### src/sv/sod_pkg.sv
// ----------------------------------------------------------------------------
// sod_pkg
// Shared widths, constants, register indexes and types of the debouncer.
// ----------------------------------------------------------------------------
package sod_pkg;

  localparam int MAX_BANKS_DEFAULT         = 4;
  localparam int CHANNELS_PER_BANK_DEFAULT = 8;
  localparam int SLOT_STRIDE               = 8;
  localparam int BLOCK_W                   = 3;

  localparam int SAMPLE_W  = 10;
  localparam int TIME_W    = 32;
  localparam int SUM_W     = 14;
  localparam int COUNT_W   = 5;
  localparam int TAKEN_W   = 4;
  localparam int CHANNEL_W = 5;
  localparam int LIMIT_W   = 12;

  localparam int CFG_DATA_W  = 16;
  localparam int CFG_INDEX_W = 2;
  localparam int DEBOUNCE_W  = 16;

  localparam int QUEUE_DEPTH = 2;

  localparam logic [LIMIT_W-1:0] OCCUPIED_LIMIT = 12'd150;
  localparam logic [COUNT_W-1:0] MAX_SAMPLES    = 5'd16;

  typedef enum logic [CFG_INDEX_W-1:0] {
    REG_BANK_COUNT   = 2'd0,
    REG_SAMPLE_COUNT = 2'd1,
    REG_DEBOUNCE_MS  = 2'd2
  } reg_index_t;

  typedef struct packed {
    logic [2:0]            bank_count;
    logic [COUNT_W-1:0]    sample_count;
    logic [DEBOUNCE_W-1:0] debounce_ms;
  } cfg_t;

  localparam logic [2:0]            BANK_COUNT_RESET   = 3'd1;
  localparam logic [COUNT_W-1:0]    SAMPLE_COUNT_RESET = 5'd4;
  localparam logic [DEBOUNCE_W-1:0] DEBOUNCE_MS_RESET  = 16'd50;

endpackage

### src/sv/sod_ram.sv
// ----------------------------------------------------------------------------
// sod_ram
// Generic single-write, single-read RAM with a registered read port.
// ----------------------------------------------------------------------------
module sod_ram #(
  parameter int WIDTH = 8,
  parameter int DEPTH = 8
) (
  input  logic                     clk,
  input  logic                     we,
  input  logic [$clog2(DEPTH)-1:0] waddr,
  input  logic [WIDTH-1:0]         wdata,
  input  logic                     re,
  input  logic [$clog2(DEPTH)-1:0] raddr,
  output logic [WIDTH-1:0]         rdata
);

  logic [WIDTH-1:0] mem [DEPTH];

  always_ff @(posedge clk) begin
    if (we) begin
      mem[waddr] <= wdata;
    end
    if (re) begin
      rdata <= mem[raddr];
    end
  end

endmodule

### src/sv/sod_front.sv
// ----------------------------------------------------------------------------
// sod_front
// Accumulates readings of the scanned channel and emits one visit record.
// ----------------------------------------------------------------------------
module sod_front
  import sod_pkg::*;
#(
  parameter int MAX_BANKS         = MAX_BANKS_DEFAULT,
  parameter int CHANNELS_PER_BANK = CHANNELS_PER_BANK_DEFAULT,
  parameter int SLOT_W            = $clog2(MAX_BANKS * SLOT_STRIDE),
  parameter int REC_W             = SLOT_W + 1 + TIME_W
) (
  input  logic                clk,
  input  logic                rst,
  input  cfg_t                cfg,
  input  logic                in_valid,
  output logic                in_ready,
  input  logic [SAMPLE_W-1:0] adc_sample,
  input  logic [TIME_W-1:0]   time_ms,
  input  logic                full,
  output logic                push,
  output logic [REC_W-1:0]    push_data
);

  localparam int BANK_W  = (MAX_BANKS > 1) ? $clog2(MAX_BANKS) : 1;
  localparam int BANKS_W = $clog2(MAX_BANKS + 1);

  logic [BANK_W-1:0]  scan_bank;
  logic [BLOCK_W-1:0] scan_block;
  logic [SUM_W-1:0]   sample_sum;
  logic [TAKEN_W-1:0] samples_taken;

  logic               take;
  logic [COUNT_W-1:0] n;
  logic [BANKS_W-1:0] banks;
  logic [BANK_W-1:0]  bank_use;
  logic [BLOCK_W-1:0] block_use;
  logic [SUM_W-1:0]   sum_next;
  logic [COUNT_W-1:0] taken_next;
  logic               last;
  logic [LIMIT_W-1:0] limit;
  logic               occ;
  logic [SLOT_W-1:0]  slot;
  logic [BANK_W-1:0]  bank_next;
  logic [BLOCK_W-1:0] block_next;

  assign in_ready = !full;
  assign take     = in_valid && in_ready;

  always_comb begin
    if (cfg.sample_count == '0) begin
      n = COUNT_W'(1);
    end else if (cfg.sample_count > MAX_SAMPLES) begin
      n = MAX_SAMPLES;
    end else begin
      n = cfg.sample_count;
    end

    if (cfg.bank_count == '0) begin
      banks = BANKS_W'(1);
    end else if (32'(cfg.bank_count) > MAX_BANKS) begin
      banks = BANKS_W'(MAX_BANKS);
    end else begin
      banks = BANKS_W'(cfg.bank_count);
    end

    // A position left over from a larger bank count wraps to bank zero.
    bank_use  = (32'(scan_bank) >= 32'(banks)) ? '0 : scan_bank;
    block_use = (32'(scan_block) >= CHANNELS_PER_BANK) ? '0 : scan_block;

    sum_next   = sample_sum + SUM_W'(adc_sample);
    taken_next = COUNT_W'(samples_taken) + COUNT_W'(1);
    last       = (taken_next >= n);
    limit      = LIMIT_W'(16'(OCCUPIED_LIMIT) * 16'(n));
    occ        = (sum_next < SUM_W'(limit));
    slot       = SLOT_W'(32'(bank_use) * SLOT_STRIDE + 32'(block_use));

    if (32'(block_use) + 1 >= CHANNELS_PER_BANK) begin
      block_next = '0;
      bank_next  = (32'(bank_use) + 1 >= 32'(banks)) ? '0 : BANK_W'(32'(bank_use) + 1);
    end else begin
      block_next = BLOCK_W'(32'(block_use) + 1);
      bank_next  = bank_use;
    end
  end

  assign push      = take && last;
  assign push_data = {slot, occ, time_ms};

  always_ff @(posedge clk) begin
    if (rst) begin
      scan_bank     <= '0;
      scan_block    <= '0;
      sample_sum    <= '0;
      samples_taken <= '0;
    end else if (take) begin
      if (last) begin
        sample_sum    <= '0;
        samples_taken <= '0;
        scan_bank     <= bank_next;
        scan_block    <= block_next;
      end else begin
        sample_sum    <= sum_next;
        samples_taken <= taken_next[TAKEN_W-1:0];
      end
    end
  end

endmodule

### src/sv/sod_queue.sv
// ----------------------------------------------------------------------------
// sod_queue
// Short first-in first-out queue of visit records between front and back.
// ----------------------------------------------------------------------------
module sod_queue
  import sod_pkg::*;
#(
  parameter int WIDTH = 8
) (
  input  logic             clk,
  input  logic             rst,
  input  logic             push,
  input  logic [WIDTH-1:0] push_data,
  input  logic             pop,
  output logic             full,
  output logic             not_empty,
  output logic [WIDTH-1:0] head
);

  localparam int PTR_W   = $clog2(QUEUE_DEPTH);
  localparam int COUNT_W = $clog2(QUEUE_DEPTH + 1);

  logic [WIDTH-1:0]   slots [QUEUE_DEPTH];
  logic [PTR_W-1:0]   wr_ptr;
  logic [PTR_W-1:0]   rd_ptr;
  logic [COUNT_W-1:0] count;

  assign full      = (32'(count) == QUEUE_DEPTH);
  assign not_empty = (count != '0);
  assign head      = slots[rd_ptr];

  always_ff @(posedge clk) begin
    if (push) begin
      slots[wr_ptr] <= push_data;
    end
  end

  always_ff @(posedge clk) begin
    if (rst) begin
      wr_ptr <= '0;
      rd_ptr <= '0;
      count  <= '0;
    end else begin
      if (push) begin
        wr_ptr <= (32'(wr_ptr) == QUEUE_DEPTH - 1) ? '0 : PTR_W'(32'(wr_ptr) + 1);
      end
      if (pop) begin
        rd_ptr <= (32'(rd_ptr) == QUEUE_DEPTH - 1) ? '0 : PTR_W'(32'(rd_ptr) + 1);
      end
      if (push && !pop) begin
        count <= count + COUNT_W'(1);
      end else if (pop && !push) begin
        count <= count - COUNT_W'(1);
      end
    end
  end

endmodule

### src/sv/sod_back.sv
// ----------------------------------------------------------------------------
// sod_back
// Per-channel debounce update: read, judge and write back one channel record.
// ----------------------------------------------------------------------------
module sod_back
  import sod_pkg::*;
#(
  parameter int MAX_BANKS = MAX_BANKS_DEFAULT,
  parameter int SLOT_W    = $clog2(MAX_BANKS * SLOT_STRIDE),
  parameter int REC_W     = SLOT_W + 1 + TIME_W
) (
  input  logic                  clk,
  input  logic                  rst,
  input  logic [DEBOUNCE_W-1:0] debounce_ms,
  input  logic                  head_valid,
  input  logic [REC_W-1:0]      head_data,
  output logic                  pop,
  output logic                  out_valid,
  input  logic                  out_ready,
  output logic [CHANNEL_W-1:0]  channel,
  output logic                  changed,
  output logic                  occupied
);

  localparam int DEPTH   = MAX_BANKS * SLOT_STRIDE;
  localparam int ENTRY_W = 2 + TIME_W;

  // Record entry layout: raw state, debounced state, time of last raw change.
  logic [SLOT_W-1:0]  h_slot;
  logic               h_occ;
  logic [TIME_W-1:0]  h_now;

  logic               a_valid;
  logic [SLOT_W-1:0]  a_slot;
  logic               a_occ;
  logic [TIME_W-1:0]  a_now;
  logic               a_hit;
  logic [ENTRY_W-1:0] a_fwd;
  logic               a_known;

  logic [DEPTH-1:0]   written;
  logic [ENTRY_W-1:0] rdata;
  logic [ENTRY_W-1:0] cur;
  logic [ENTRY_W-1:0] entry_next;
  logic               changed_next;
  logic               retire;
  logic               cur_raw;
  logic               cur_stable;
  logic [TIME_W-1:0]  cur_time;
  logic [TIME_W-1:0]  held;

  assign h_slot = head_data[REC_W-1 -: SLOT_W];
  assign h_occ  = head_data[TIME_W];
  assign h_now  = head_data[TIME_W-1:0];

  assign retire = a_valid && (!out_valid || out_ready);
  assign pop    = head_valid && (!a_valid || retire);

  sod_ram #(
    .WIDTH (ENTRY_W),
    .DEPTH (DEPTH)
  ) u_records (
    .clk   (clk),
    .we    (retire),
    .waddr (a_slot),
    .wdata (entry_next),
    .re    (pop),
    .raddr (h_slot),
    .rdata (rdata)
  );

  always_comb begin
    if (a_hit) begin
      cur = a_fwd;
    end else if (a_known) begin
      cur = rdata;
    end else begin
      cur = '0;
    end
    cur_raw      = cur[ENTRY_W-1];
    cur_stable   = cur[ENTRY_W-2];
    cur_time     = cur[TIME_W-1:0];
    held         = a_now - cur_time;
    changed_next = 1'b0;
    entry_next   = cur;
    if (cur_raw != a_occ) begin
      entry_next = {a_occ, cur_stable, a_now};
    end else if (held > TIME_W'(debounce_ms)) begin
      if (cur_stable != a_occ) begin
        entry_next   = {cur_raw, a_occ, cur_time};
        changed_next = 1'b1;
      end
    end
  end

  // Stage holding the record whose entry read is in flight.
  always_ff @(posedge clk) begin
    if (rst) begin
      a_valid <= 1'b0;
      written <= '0;
    end else begin
      if (pop) begin
        a_valid <= 1'b1;
      end else if (retire) begin
        a_valid <= 1'b0;
      end
      if (retire) begin
        written[a_slot] <= 1'b1;
      end
    end
  end

  always_ff @(posedge clk) begin
    if (pop) begin
      a_slot  <= h_slot;
      a_occ   <= h_occ;
      a_now   <= h_now;
      a_known <= written[h_slot];
      // The entry written this cycle is not yet visible at the read port.
      a_hit   <= retire && (h_slot == a_slot);
      a_fwd   <= entry_next;
    end
  end

  always_ff @(posedge clk) begin
    if (rst) begin
      out_valid <= 1'b0;
    end else if (retire) begin
      out_valid <= 1'b1;
    end else if (out_ready) begin
      out_valid <= 1'b0;
    end
  end

  always_ff @(posedge clk) begin
    if (retire) begin
      channel  <= CHANNEL_W'(a_slot);
      changed  <= changed_next;
      occupied <= a_occ;
    end
  end

endmodule

### src/sv/scanned_occupancy_debouncer_top.sv
// ----------------------------------------------------------------------------
// scanned_occupancy_debouncer_top
// Scanned occupancy detector with per-channel debounce over up to 32 channels.
// ----------------------------------------------------------------------------
// Input channel (in_valid/in_ready): each transfer carries one converter
// reading of the channel under scan and its millisecond time stamp. Readings
// are summed until sample_count of them have arrived; the visit then ends.
// Output channel (out_valid/out_ready): one transfer per finished visit with
// the channel number, its raw occupied judgement and a flag that is set when
// the debounced state of that channel changed on this visit.
// Rate: one reading per cycle while the record queue is not full. The
// record of each visit passes through the record queue and the registered
// read of the channel record memory before its result reaches the output.
// That memory can start a new visit while the last one retires, and a
// visit to the channel just updated is served from a bypass register.
// When the receiver stalls, the result waits in the output register, the
// update stage and the two-entry record queue; only when the queue is full
// does in_ready drop. Reset returns the scan to channel 0, clears the
// running sum, empties the queue and marks every channel record unwritten,
// so all channels read as released with a zero change time. No clearing
// pass is needed. Register writes on the cfg port take effect at once.
// ----------------------------------------------------------------------------
module scanned_occupancy_debouncer_top
  import sod_pkg::*;
#(
  parameter int MAX_BANKS         = MAX_BANKS_DEFAULT,
  parameter int CHANNELS_PER_BANK = CHANNELS_PER_BANK_DEFAULT
) (
  input  logic                   clk,
  input  logic                   rst,
  input  logic                   cfg_write,
  input  logic [CFG_INDEX_W-1:0] cfg_index,
  input  logic [CFG_DATA_W-1:0]  cfg_data,
  input  logic                   in_valid,
  output logic                   in_ready,
  input  logic [SAMPLE_W-1:0]    adc_sample,
  input  logic [TIME_W-1:0]      time_ms,
  output logic                   out_valid,
  input  logic                   out_ready,
  output logic [CHANNEL_W-1:0]   channel,
  output logic                   changed,
  output logic                   occupied
);

  // A slot is bank * 8 + channel within the bank, so each bank owns 8 slots.
  localparam int SLOT_W = $clog2(MAX_BANKS * SLOT_STRIDE);
  localparam int REC_W  = SLOT_W + 1 + TIME_W;

  cfg_t             cfg;
  logic             push;
  logic [REC_W-1:0] push_data;
  logic             full;
  logic             head_valid;
  logic [REC_W-1:0] head_data;
  logic             pop;

  // Configuration registers. An index past the register list is dropped.
  always_ff @(posedge clk) begin
    if (rst) begin
      cfg.bank_count   <= BANK_COUNT_RESET;
      cfg.sample_count <= SAMPLE_COUNT_RESET;
      cfg.debounce_ms  <= DEBOUNCE_MS_RESET;
    end else if (cfg_write) begin
      case (cfg_index)
        REG_BANK_COUNT: begin
          cfg.bank_count <= cfg_data[2:0];
        end
        REG_SAMPLE_COUNT: begin
          cfg.sample_count <= cfg_data[COUNT_W-1:0];
        end
        REG_DEBOUNCE_MS: begin
          cfg.debounce_ms <= cfg_data[DEBOUNCE_W-1:0];
        end
        default: begin
        end
      endcase
    end
  end

  // Front: accumulation and scan position; emits one record per visit.
  sod_front #(
    .MAX_BANKS         (MAX_BANKS),
    .CHANNELS_PER_BANK (CHANNELS_PER_BANK),
    .SLOT_W            (SLOT_W),
    .REC_W             (REC_W)
  ) u_front (
    .clk        (clk),
    .rst        (rst),
    .cfg        (cfg),
    .in_valid   (in_valid),
    .in_ready   (in_ready),
    .adc_sample (adc_sample),
    .time_ms    (time_ms),
    .full       (full),
    .push       (push),
    .push_data  (push_data)
  );

  // Queue decouples the front from stalls at the output.
  sod_queue #(
    .WIDTH (REC_W)
  ) u_queue (
    .clk       (clk),
    .rst       (rst),
    .push      (push),
    .push_data (push_data),
    .pop       (pop),
    .full      (full),
    .not_empty (head_valid),
    .head      (head_data)
  );

  // Back: per-channel record update and the output register.
  sod_back #(
    .MAX_BANKS (MAX_BANKS),
    .SLOT_W    (SLOT_W),
    .REC_W     (REC_W)
  ) u_back (
    .clk         (clk),
    .rst         (rst),
    .debounce_ms (cfg.debounce_ms),
    .head_valid  (head_valid),
    .head_data   (head_data),
    .pop         (pop),
    .out_valid   (out_valid),
    .out_ready   (out_ready),
    .channel     (channel),
    .changed     (changed),
    .occupied    (occupied)
  );

endmodule

### config.mk
export PLATFORM = sky130hd
export DESIGN_NAME = scanned_occupancy_debouncer_top
export DESIGN_NICKNAME = d
export VERILOG_FILES = /design/src/sv/sod_pkg.sv /design/src/sv/sod_ram.sv /design/src/sv/sod_front.sv /design/src/sv/sod_queue.sv /design/src/sv/sod_back.sv /design/src/sv/scanned_occupancy_debouncer_top.sv
export SDC_FILE = /design/constraint.sdc
export NUM_CORES = 2
export LEC_CHECK = 0
export ABC_CLOCK_PERIOD_IN_PS = 9250
export BUFFER_PORTS_ARGS = -buffer_cell sky130_fd_sc_hd__clkbuf_2
export CORE_MARGIN = 10
export CORE_UTILIZATION = 30
export CTS_CLUSTER_SIZE = 12
export DETAILED_ROUTE_END_ITERATION = 10
export PLACE_DENSITY = 0.4
export SLEW_MARGIN = 25
export SYNTH_ARGS = -nofsm -noshare
export SYNTH_HDL_FRONTEND = slang
export SYNTH_SLANG_ARGS = --single-unit
### constraint.sdc
create_clock -name clk -period 9.25 [get_ports clk]
set_input_delay 0.925 -clock clk [delete_from_list [all_inputs] [get_ports clk]]
set_output_delay 0.925 -clock clk [all_outputs]
set_load 0.05 [all_outputs]
# Word level (Yosys, flattened, before mapping)
# Memory sizes are Yosys's and may differ from the RTL's. A register that Yosys moved wholly into a read port is not among the register bits.
# Index checks and enable logic that the tools add are counted.
# op_classes
addsub,10
n_mul,1
order_cmp,11
n_eq_ne,6
mux,34
bitwise_logic,2
n_reduce_logical,27
# op_table
op,n
2-to-1 mux 34 bit,3
2-to-1 mux 33 bit,2
greater-or-equal comparator 32 x 3 -> 1 bit,1
"greater-or-equal comparator 32 x 4 -> 1 bit, second input constant",1
greater-than comparator 32 x 16 -> 1 bit,1
bitwise OR 32 bit,1
subtractor 32 bit,1
2-to-1 mux 1 bit,15
adder 14 x 10 -> 14 bit,1
less-than comparator 14 x 12 -> 1 bit,1
2-to-1 mux 14 bit,1
"less-than comparator 5 x 6 -> 1 bit, second input constant",2
"multiplier 7 x 5 -> 11 bit, first input constant",1
2-to-1 mux 2 bit,5
2-to-1 mux 5 bit,2
2-to-1 mux 3 bit,3
logical AND 1 bit,8
AND reduction 2 bit,4
nonzero test 2 bit,4
"adder 4 x 1 -> 5 bit, second input constant",1
adder 5 x 3 -> 5 bit,1
binary-select mux 1 bit (select 5 bit),1
demux 1 bit (select 5 bit),1
equality test 5 bit,1
other kinds (21),29
# word_totals
ff_bits,166
mem_bits_rw,1164
input_bits,65
out_inout_bits,9
wordCells,115
memories,2
# memory_table
name,depth,word_bits,read_ports,rd_ports_with_merged_regs,write_ports,line,text
u_back.u_records.mem,32,34,1,1,1,sod_ram.sv:18,logic [WIDTH-1:0] mem [DEPTH];
u_queue.slots,2,38,1,1,1,sod_queue.sv:23,logic [WIDTH-1:0] slots [QUEUE_DEPTH];

# Logic depth before layout (Yosys ltp)
# depth
word_depth,9
ltp_mapped,27
depth_no_buf,23

# Modules after synthesis
# From an unflattened synthesis, not the netlist that was laid out.
# unflattened
cells_unflattened,3735
area_unflattened_um2,57699.1
# by_module_without_submodules
module,n_inst,cells_per_inst,area_per_inst_um2,seq_area_each_um2
sod_ram,1,2399,43446.7,33692.3
sod_back,1,765,7579.8,3113.0
sod_queue,1,140,2955.3,2382.3
sod_front,1,329,2673.8,460.4
scanned_occupancy_debouncer_top,1,102,1043.5,480.5

# Worst setup path after synthesis
# Ideal clock, no wire load.
# synth_timing
path_kind,register to register
start,reg u_back.a_hit
end,reg u_back.a_fwd[32] (data pin)
setup_ns,0.353
t_arrival_ns,6.254
required_time_ns,8.897
path_slack_ns,2.643
stages_incl_launch_ff,28
n_path_buf,4
synth_period_minus_slack_ns,6.607
path_cell_list,edfxtp_1 buf_6 buf_6 buf_6 buf_2 nor2b_1 a22o_1 ha_1 inv_1 ha_1 a31o_2 maj3_1 a22oi_1 o211ai_1 nand2_1 nor2_1 xor2_1 ha_1 nand2_1 or4_1 o32ai_1 a31oi_1 a211oi_1 nand4_1 or4_1 or4_1 o41ai_2 mux2_1
# synth_between
elab_chain_cells,5
# synth_rtl
element,line,text
start: declaration,sod_back.sv:37,logic a_hit;
start signal: assignment,sod_back.sv:120,a_hit <= retire && (h_slot == a_slot);
2-to-1 mux 34 bit *,sod_back.sv:73,if (a_hit) begin
subtractor 32 bit or inequality test 1 bit (tied branches),"sod_back.sv:83, sod_back.sv:89",
greater-than comparator 32 x 16 -> 1 bit or 2-to-1 mux 33 bit (tied branches),"sod_back.sv:88, sod_back.sv:89",
2-to-1 mux 33 bit,sod_back.sv:88,end else if (held > TIME_W'(debounce_ms)) begin
2-to-1 mux 34 bit *,sod_back.sv:86,if (cur_raw != a_occ) begin
via u_back.entry_next[32],sod_back.sv:44,logic [ENTRY_W-1:0] entry_next;
end signal: assignment,sod_back.sv:121,a_fwd <= entry_next;
end: declaration,sod_back.sv:38,logic [ENTRY_W-1:0] a_fwd;
# Mark *: on every way through the listed nets, which the timed path passes. The rest lies on a longest branch.
# A chain may end at the register's enable or synchronous reset.

# Worst setup path after layout
# layout_timing
start,reg u_back.a_hit
end,mem u_back.u_records.mem[13][32] (netlist name) (data pin)
# layout_between
elab_chain_cells,5
# layout_rtl
element,line
2-to-1 mux 34 bit *,sod_back.sv:73
subtractor 32 bit or inequality test 1 bit (tied branches),"sod_back.sv:83, sod_back.sv:89"
greater-than comparator 32 x 16 -> 1 bit or 2-to-1 mux 33 bit (tied branches),"sod_back.sv:88, sod_back.sv:89"
2-to-1 mux 33 bit,sod_back.sv:88
2-to-1 mux 34 bit *,sod_back.sv:86
via u_back.entry_next[32],sod_back.sv:44
end: declaration,sod_ram.sv:18
# Marks and branches as above.

==> flow_summary.json <==
{
  "outcome": "finished clean",
  "place_hpwl_um": 97700,
  "finalWorstPathRequiredPeriod_ns": 7.82,
  "cts_resized": 0,
  "boundaryPins": 74,
  "drive_above_1_share_pct": 10.5,
  "cts_buffer_depth": 3,
  "synthesis.yosys.warnings": 0,
  "timing.max_cap.violations": 0,
  "clock_sinks": 1365,
  "gr-total-overflow": 0,
  "ys_dominant_reg_cell": "sky130_fd_sc_hd__edfxtp_1",
  "area_delta_synth_final_pct": 15.1,
  "post_synth_instance_area_um2": 57700,
  "fp.coreArea_um2": 191000,
  "p_leak_nw": 22.8,
  "ffs_latches_synth": 1365,
  "die-area_um2": 210000,
  "cellPowerDensity_nw_per_um2": 357,
  "fp.dieH_um": 459,
  "critical_path_buf_inv_count": 3,
  "seqCellArea_um2": 40100,
  "drt_iter0_drc": 3129,
  "critical_path.max_stage_delay_ns": 0.68,
  "route.layer.met1.wl_um": 89500,
  "timing.hold.worst.class": "in2reg",
  "fmax_ghz": 0.128,
  "detail_route.drc_violations": 0,
  "synthesis.instances": 4717,
  "antenna_violations_before_repair": 14,
  "drt_pass1_iterations": 5,
  "wire_per_inst_um": 25.9,
  "clk_latency_ns": 0.81,
  "path_clk_slew_ns": 0.06,
  "wl_met2_um": 87700,
  "layout.cells.most_common_list": "sky130_fd_sc_hd__edfxtp_1 (1279), sky130_fd_sc_hd__nand2_1 (1231), sky130_fd_sc_hd__nand3_1 (582)",
  "slew_headroom_pct": 27.1,
  "clk_root_buffer_cell": "sky130_fd_sc_hd__clkbuf_16",
  "power.ir.vdd_worst_mv": 0.255,
  "setup.worst_path.class": "reg2reg",
  "timing.rr.start": "u_back.a_hit",
  "grt_start_max_net_pins": 138,
  "num_vias": 37900,
  "cp-start-kind": "flip-flop",
  "synth_cell_types": 84,
  "ctsHoldBuffers": 0,
  "final.setup_skew_ns": 0.0339,
  "post_cts_buffers": 0,
  "report.final.slew_viol_count": 0,
  "topRoutingLayerUsed": "met4",
  "grt.total_usage_pct": 17.6,
  "wl_met3_um": 10100,
  "layout.cells.most_common": "sky130_fd_sc_hd__edfxtp_1",
  "n_fill_cell": 18800,
  "vias_per_cell": 5.12,
  "chipWidth_um": 459,
  "crit_fanout": 25,
  "drt_wl_total_um": 191000,
  "timing.setup.tns_ns": 0,
  "tritoncts": "yes",
  "timing.critical_path.from": "u_back.a_hit",
  "hold_viol": 0,
  "edff_count_synth": 1279,
  "antenna_left": 0,
  "cts_made_buffers": 158,
  "h-tree-depth": 4,
  "gp_congestion": 0.764,
  "grt_pass1_wl_um": 273000,
  "synth.yosys.seq_area_share_pct": 69.5,
  "setup_repair_after_global_routing_missed_its_margin": "false",
  "worst_path_dominant_cell_family": "compound AO/OA/AOI/OAI gates",
  "transition_time_at_the_pin_with_the_least_slew_margin_ns": 1.09,
  "multi_input_area_um2": 16700,
  "min_from": "time_ms[11]",
  "floorplan.initialDensity_pct": 30.3,
  "finalSetupViolations": 0,
  "required_time_reported_for_the_critical_path_endpoint_ns": 9.80,
  "period_share_pct": 84.5,
  "first_global_vias": 37100,
  "arrival_ns": 8.37,
  "io_buffer_count": 73,
  "postSynthAreaPerCell_um2": 12.2,
  "layout.core_utilization_pct": 34.8,
  "end_kind": "flip-flop",
  "layout.nets": 4900,
  "fp-row-count": 160,
  "cp_slowest_cell": "sky130_fd_sc_hd__edfxtp_1",
  "postSynth.asyncResetShare_pct": 0
}
## area by class of cell
class                      instances  area share (%)
sequential                      1365            60.4
multi-input combinational       2997            25.1
clock buffer                     211            6.36
tap                             2511            4.73
timing repair buffer             169            1.93
clock inverter                    77            1.06
inverter                          56           0.354
antenna                            3          0.0113
## worst paths after layout
check	cells past startpoint	slack (ns)	endpoint
setup / recovery	25	1.43	u_back.u_records.mem[13][32]
hold / removal	1	0.31	u_queue.slots[0][11]
setup reg to reg	25	1.43	u_back.u_records.mem[13][32]
hold reg to reg	2	0.46	u_front.sample_sum[0]
## kinds of logic (layout without fill, tap and decap cells)
logic type / count (synthesis) / count (layout) / synth area share (%)
muxes: 56 / 56 / 1.06
xor gates and xnor gates: 61 / 61 / 0.938
DFF: 1365 / 1365 / 69.5
buffers and inverters: 357 / 513 / 2.43
adders and majority gates: 95 / 95 / 2.08
AOI/OAI and AO/OA: 547 / 547 / 6.96
other: 1 / 6 / 0.00650
and+or+nand+nor: 2235 / 2235 / 17.0
## cell usage after synthesis (14+ instances only)
library cell               instances  share of area (%)
sky130_fd_sc_hd__edfxtp_1       1279                 67
sky130_fd_sc_hd__nand2_1        1231                8.0
sky130_fd_sc_hd__nand3_1         582                5.0
sky130_fd_sc_hd__clkbuf_1        263                1.7
sky130_fd_sc_hd__nor2_1          186                1.2
sky130_fd_sc_hd__a311oi_1        175                2.7
sky130_fd_sc_hd__a21oi_1         105               0.91
sky130_fd_sc_hd__dfxtp_1          86                3.0
sky130_fd_sc_hd__ha_1             84                1.8
sky130_fd_sc_hd__and3_1           79               0.86
sky130_fd_sc_hd__inv_1            53               0.34
sky130_fd_sc_hd__a21o_1           48               0.62
sky130_fd_sc_hd__a31oi_1          44               0.48
sky130_fd_sc_hd__xnor2_1          44               0.67
sky130_fd_sc_hd__o21ai_0          39               0.34
sky130_fd_sc_hd__mux2_2           38               0.74
sky130_fd_sc_hd__nand3b_1         33               0.43
sky130_fd_sc_hd__a22oi_1          27               0.35
sky130_fd_sc_hd__buf_1            27               0.18
sky130_fd_sc_hd__nor3_1           18               0.16
sky130_fd_sc_hd__mux2i_1          17               0.29
sky130_fd_sc_hd__nand2b_1         17               0.18
sky130_fd_sc_hd__xor2_1           16               0.24
sky130_fd_sc_hd__and2_1           15               0.16
sky130_fd_sc_hd__o21a_1           14               0.18
## stage by stage
step / total power [mW] / cells / setup WS [ns] / cell area (µm²) / hold slack [ns]
after detailed placement: 17.8 / 7093 / 1.30 / 61400 / 0.451
final: 23.7 / 7389 / 1.43 / 66400 / 0.313
after CTS: 23.9 / 7381 / 1.30 / 66300 / 0.253
after global routing: 25.0 / 7387 / 0.764 / 66400 / 0.269
after floorplan: 14.4 / 4719 / 2.64 / 57700 / 0.424
after global placement: 17.8 / 7092 / 1.23 / 61400 / 0.445
## report_power, final
| group | switching (mW) | total (mW) | internal (mW) |
|---|---|---|---|
| sequential | 0.279 | 9.63 | 9.35 |
| combinational | 5.96 | 8.11 | 2.15 |
| clock | 2.60 | 6.00 | 3.40 |
## registers in the layout, summed over array words and instances (netlist names), named ones only
register	flops
u_back.a_hit	1
u_back.changed	1
u_back.a_fwd	34
u_front.scan_bank	2
u_back.written	32
u_front.block_use	3
u_back.out_valid	1
u_back.u_records.rdata	34
u_queue.rd_ptr	1
u_back.a_known	1
u_back.occupied	1
u_queue.slots	76
u_back.u_records.mem	1088
u_back.a_slot	5
u_front.samples_taken	4
u_back.a_now	32
u_back.channel	5
u_queue.wr_ptr	1
u_back.a_occ	1
u_queue.count	2
u_back.a_valid	1
u_front.sample_sum	14
cfg	24
## per-layer routing
metal | track usage (%) | up-vias
li1 | - | 17400
met1 | 24.9 | 19200
met2 | 28.2 | 972
met3 | 3.00 | 239
met4 | 4.31 | 0
met5 | 0 | -
Power figures use the tool's default switching activity.
